**src/sv/length_prefixed_message_ring_unit_macros.svh**
```systemverilog
`ifndef LENGTH_PREFIXED_MESSAGE_RING_UNIT_MACROS_SVH
`define LENGTH_PREFIXED_MESSAGE_RING_UNIT_MACROS_SVH

// Same-cycle implication, disabled while reset is asserted.
`define LPMR_ASSERT_NOW(label, clk, rstn, ante, cons, msg) \
  label: assert property (@(posedge clk) disable iff (!(rstn)) (ante) |-> (cons)) \
    else $error(msg);

// Next-cycle implication, disabled while reset is asserted.
`define LPMR_ASSERT_NEXT(label, clk, rstn, ante, cons, msg) \
  label: assert property (@(posedge clk) disable iff (!(rstn)) (ante) |=> (cons)) \
    else $error(msg);

`endif

```
**src/sv/lpmr_pkg.sv**
```systemverilog
package lpmr_pkg;

  localparam int REQ_W    = 2;
  localparam int BYTE_W   = 8;
  localparam int STATUS_W = 2;
  localparam int CFG_W    = 11;
  localparam int FREE_W   = 11;

  // Request codes.
  localparam logic [REQ_W-1:0] REQ_SEND_HDR  = 2'd0;
  localparam logic [REQ_W-1:0] REQ_SEND_DATA = 2'd1;
  localparam logic [REQ_W-1:0] REQ_RECV      = 2'd2;

  // Result status codes.
  localparam logic [STATUS_W-1:0] ST_OK       = 2'd0;
  localparam logic [STATUS_W-1:0] ST_NO_SPACE = 2'd1;
  localparam logic [STATUS_W-1:0] ST_EMPTY    = 2'd2;
  localparam logic [STATUS_W-1:0] ST_IGNORED  = 2'd3;

  typedef enum logic [2:0] {
    OP_NONE,
    OP_LATCH,       // capture the input beat, clear the result
    OP_STATUS,      // result carries a status code only, no state change
    OP_SEND_HDR,    // store length byte, reserve space
    OP_SEND_DATA,   // store one data byte
    OP_RECV_LEN,    // take the length byte of the oldest message
    OP_RECV_FIRST,  // take the first data byte after the length
    OP_RECV_NEXT    // take a following data byte
  } op_e;

  typedef struct packed {
    op_e                 op;
    logic [STATUS_W-1:0] code;
    logic                out_load;
  } cmd_t;

  typedef struct packed {
    logic [REQ_W-1:0] req;
    logic             send_active;
    logic             recv_active;
    logic             ring_empty;
    logic             room_ok;
    logic             len_zero;
  } sts_t;

endpackage

```
**src/sv/lpmr_ctrl.sv**
```systemverilog
module lpmr_ctrl
  import lpmr_pkg::*;
(
  input  logic clk_i,
  input  logic rst_ni,
  input  logic in_valid_i,
  output logic in_stall_o,
  output logic out_valid_o,
  input  logic out_stall_i,
  input  sts_t sts_i,
  output cmd_t cmd_o
);

  typedef enum logic [2:0] {
    S_IDLE,
    S_DECODE,
    S_RD_LEN,
    S_RD_WAIT,
    S_RD_FIRST,
    S_RD_DATA,
    S_OUT
  } state_e;

  state_e state_q, state_d;
  logic   out_valid_q, out_valid_d;
  logic   out_free;

  assign out_free    = !out_valid_q || !out_stall_i;
  assign in_stall_o  = (state_q != S_IDLE);
  assign out_valid_o = out_valid_q;

  always_comb begin
    state_d     = state_q;
    out_valid_d = out_valid_q && out_stall_i;
    cmd_o       = '{op: OP_NONE, code: ST_OK, out_load: 1'b0};
    case (state_q)
      S_IDLE: begin
        if (in_valid_i) begin
          cmd_o.op = OP_LATCH;
          state_d  = S_DECODE;
        end
      end
      S_DECODE: begin
        state_d = S_OUT;
        case (sts_i.req)
          REQ_SEND_HDR: begin
            if (sts_i.send_active) begin
              cmd_o.op   = OP_STATUS;
              cmd_o.code = ST_IGNORED;
            end else if (sts_i.room_ok) begin
              cmd_o.op = OP_SEND_HDR;
            end else begin
              cmd_o.op   = OP_STATUS;
              cmd_o.code = ST_NO_SPACE;
            end
          end
          REQ_SEND_DATA: begin
            if (sts_i.send_active) begin
              cmd_o.op = OP_SEND_DATA;
            end else begin
              cmd_o.op   = OP_STATUS;
              cmd_o.code = ST_IGNORED;
            end
          end
          REQ_RECV: begin
            if (sts_i.recv_active) begin
              state_d = S_RD_DATA;
            end else if (sts_i.ring_empty) begin
              cmd_o.op   = OP_STATUS;
              cmd_o.code = ST_EMPTY;
            end else begin
              state_d = S_RD_LEN;
            end
          end
          default: begin
            cmd_o.op   = OP_STATUS;
            cmd_o.code = ST_IGNORED;
          end
        endcase
      end
      S_RD_LEN: begin
        cmd_o.op = OP_RECV_LEN;
        state_d  = sts_i.len_zero ? S_OUT : S_RD_WAIT;
      end
      S_RD_WAIT: begin
        state_d = S_RD_FIRST;
      end
      S_RD_FIRST: begin
        cmd_o.op = OP_RECV_FIRST;
        state_d  = S_OUT;
      end
      S_RD_DATA: begin
        cmd_o.op = OP_RECV_NEXT;
        state_d  = S_OUT;
      end
      S_OUT: begin
        if (out_free) begin
          cmd_o.out_load = 1'b1;
          out_valid_d    = 1'b1;
          state_d        = S_IDLE;
        end
      end
      default: begin
        state_d = S_IDLE;
      end
    endcase
  end

  always_ff @(posedge clk_i or negedge rst_ni) begin
    if (!rst_ni) begin
      state_q     <= S_IDLE;
      out_valid_q <= 1'b0;
    end else begin
      state_q     <= state_d;
      out_valid_q <= out_valid_d;
    end
  end

endmodule

```
**config.mk**
```make
export PLATFORM = sky130hd
export DESIGN_NAME = lpmr_ctrl
export DESIGN_NICKNAME = d
export VERILOG_FILES = /design/src/sv/length_prefixed_message_ring_unit_macros.svh /design/src/sv/lpmr_pkg.sv /design/src/sv/lpmr_ctrl.sv
export SDC_FILE = /design/constraint.sdc
export NUM_CORES = 1
export LEC_CHECK = 0
export CAP_MARGIN = 10
export CORE_AREA = 2 2 39 41
export CTS_CLUSTER_DIAMETER = 150
export CTS_CLUSTER_SIZE = 14
export DETAILED_ROUTE_END_ITERATION = 12
export DIE_AREA = 0 0 41 43
export DONT_BUFFER_PORTS = 1
export SLEW_MARGIN = 20
export SYNTH_ARGS = -nofsm -noshare
export SYNTH_HDL_FRONTEND = slang
export SYNTH_SLANG_ARGS = --single-unit
export TNS_END_PERCENT = 5
```
**constraint.sdc**
```tcl
create_clock -name clk_i -period 1.9 [get_ports clk_i]
set_input_delay 0.38 -clock clk_i [delete_from_list [all_inputs] [get_ports clk_i]]
set_output_delay 0.38 -clock clk_i [all_outputs]
set_load 0.1 [all_outputs]
```
==> results.cfg <==
[status]
outcome = completed

[synthesis]
synth_area_um2 = 345
synth_area_leaders = dfrtp_1 (29%), a21oi_1 (8.7%), buf_4 (6.5%)
postSynthNetCount = 55
yosysSeqAreaShare = 0.290
yosys_warnings = 0
synth_cell_type_count = 24
syn_inst = 44
yosysTopAreaCellShare = 0.290
syn_area_per_cell_um2 = 7.85
yosysTopAreaCell = dfrtp_1
synth-seq-cells = 4

[sta]
setup-violations-final = 0
relSlewSlack = 0.674
fin_worst_skew_ns = 0.0100
min_period_ns = 1.79
drv_slew = 0
fmax_mhz = 557
tightest_slew_ns = 0.484
timing.final.crit_share = 0.944
finalHoldViolations = 0
rsz0062_at_grt = false

[global_route]
gr-total-overflow = 0
grt_first_pass_wirelength_um = 1640
grt_antenna_before_repair = 0
grt_pass1_vias = 373
grt_start_max_net_pins = 12
grt.total_usage = 0.140

[min_path]
hold_class = in2reg
holdPathStages = 2

[setup_path]
crit_path_max_fanout = 4
r2r.worst_path.cells = 3
critPathKind = reg2out
critPathArrivalTime_ns = 1.41
worstPathRequired_ns = 1.52
crit_path_start_kind = register
cp-end-kind = output port

[clocking]
clock_latency_ns = 0.24
cts-root-buf = clkbuf_4
clock-sinks = 4
cts_tree = done
clk_path_buf_depth = 2
ctsHtreeMaxLevel = 1
clk_pin_slew_ns = 0.04
cts_buffers = 3

[floorplanning]
rows = 14
dieArea_um2 = 1760
fp.dieW_um = 41
floorplan.io_pins = 19
die_h_um = 43
design.core.area_um2 = 1380
start_util = 0.250

[place]
gp_congestion = 0.820
portBuffers = 0
place_area_um2 = 541
hpwl_um = 741

[route]
totalWireLength_um = 966
drc = 0
initialDrtViolationCount = 6
vias = 373
drtAntennaViolNets = 0
avgRoutedWirePerCell_um = 13.4
vias_per_cell = 5.18
first_pass_iters = 4

[cells_and_area]
drive_gt1_frac = 0.357
num-fill-cells = 142
area_growth_syn_to_layout_pct = 66.3
final_area_um2 = 574
diodes = 0
nNetsFinal = 69

[flow_run]
drv_cap = 0
==> layout make-up <==
cell class / count / area (µm²) / share of cell area
repair buffers: 12 / 168 / 0.292
well taps: 16 / 20.0 / 0.0349
flip-flops and latches: 4 / 101 / 0.176
inverters: 3 / 11.3 / 0.0196
clock buffers: 3 / 22.5 / 0.0392
multi-input cells: 34 / 251 / 0.438
==> flip-flops by register name, summed over array words and instances, names as in the netlist <==
name	flops
out_valid_o	1
state_q	3
==> Yosys cell counts, drive strengths merged <==
cell / number
a21oi: 6
a21boi: 1
nor2b: 1
dfrtp: 4
a31o: 1
o22ai: 1
nand2b: 2
nor2: 2
nor3: 2
nand2: 4
a211oi: 1
o21a: 1
o21ai: 1
o31a: 2
a21o: 1
inv: 3
nand4b: 1
or2: 1
o32ai: 1
nand3: 1
o211ai: 1
nand3b: 2
buf: 3
o2111a: 1
==> cell usage in the layout, fill, tap and decap left out, types with 2 or more instances in the layout <==
master / count
buf_12: 6
a21oi_1: 5
buf_4: 5
nand2_1: 4
inv_1: 3
clkbuf_4: 3
dfrtp_1: 3
nor2_1: 2
nand3b_1: 2
nand2b_1: 2
o31a_1: 2
==> cell families after synthesis <==
family,synth area share
and+or+nand+nor,0.250
buffers and inverters,0.0978
AOI/OAI and AO/OA,0.362
DFF,0.290
==> repair_timing <==
| action | CTS | global route |
|---|---|---|
| hold buffers | 1 | 0 |
| hold endpoints to repair | 4 | 0 |
| endpoints found under the setup margin | 0 | 1 |
| resized for setup | 0 | 1 |
| buffers inserted | 0 | 0 |
==> layer usage <==
| metal | global-route usage | share of wire |
|---|---|---|
| met4 | 0.100 | 0.014 |
| met5 | 0 | 0 |
| met3 | 0.0524 | 0.083 |
| met1 | 0.174 | 0.41 |
| met2 | 0.191 | 0.49 |
==> worst paths after layout <==
kind,endpoint,slack [ns],from
min,out_valid_o,0.34,out_stall_i
max in group asynchronous,state_q[0],1.30,rst_ni
max reg2reg,state_q[0],0.73,state_q[0]
max,cmd_o[2],0.11,state_q[1]
min reg2reg,state_q[0],0.59,state_q[2]
min in group asynchronous,state_q[1],0.41,rst_ni
==> through the flow <==
stage                     utilization  instances  setup TNS [ns]  hold WS, ns  worst slack, ns
after floorplan                     -         44           -1.01       0.0844           -0.460
after global placement          0.391         68               0       0.0845            0.254
after detailed placement        0.391         68               0       0.0845            0.222
after CTS                       0.414         72               0        0.333           0.0455
after global routing            0.415         72               0        0.356           0.0243
final                           0.415         72               0        0.336            0.106
==> worst max-delay path, cell delays in order, from the launching register on <==
cell	delay (ns)
dfrtp_1	0.37
nor2_1	0.23
nand2_1	0.14
nor3_4	0.23
buf_12	0.20
Power is left out: the tool's default activity adds up to more than one toggle a clock period on the data nets, which glitch-free logic cannot reach.
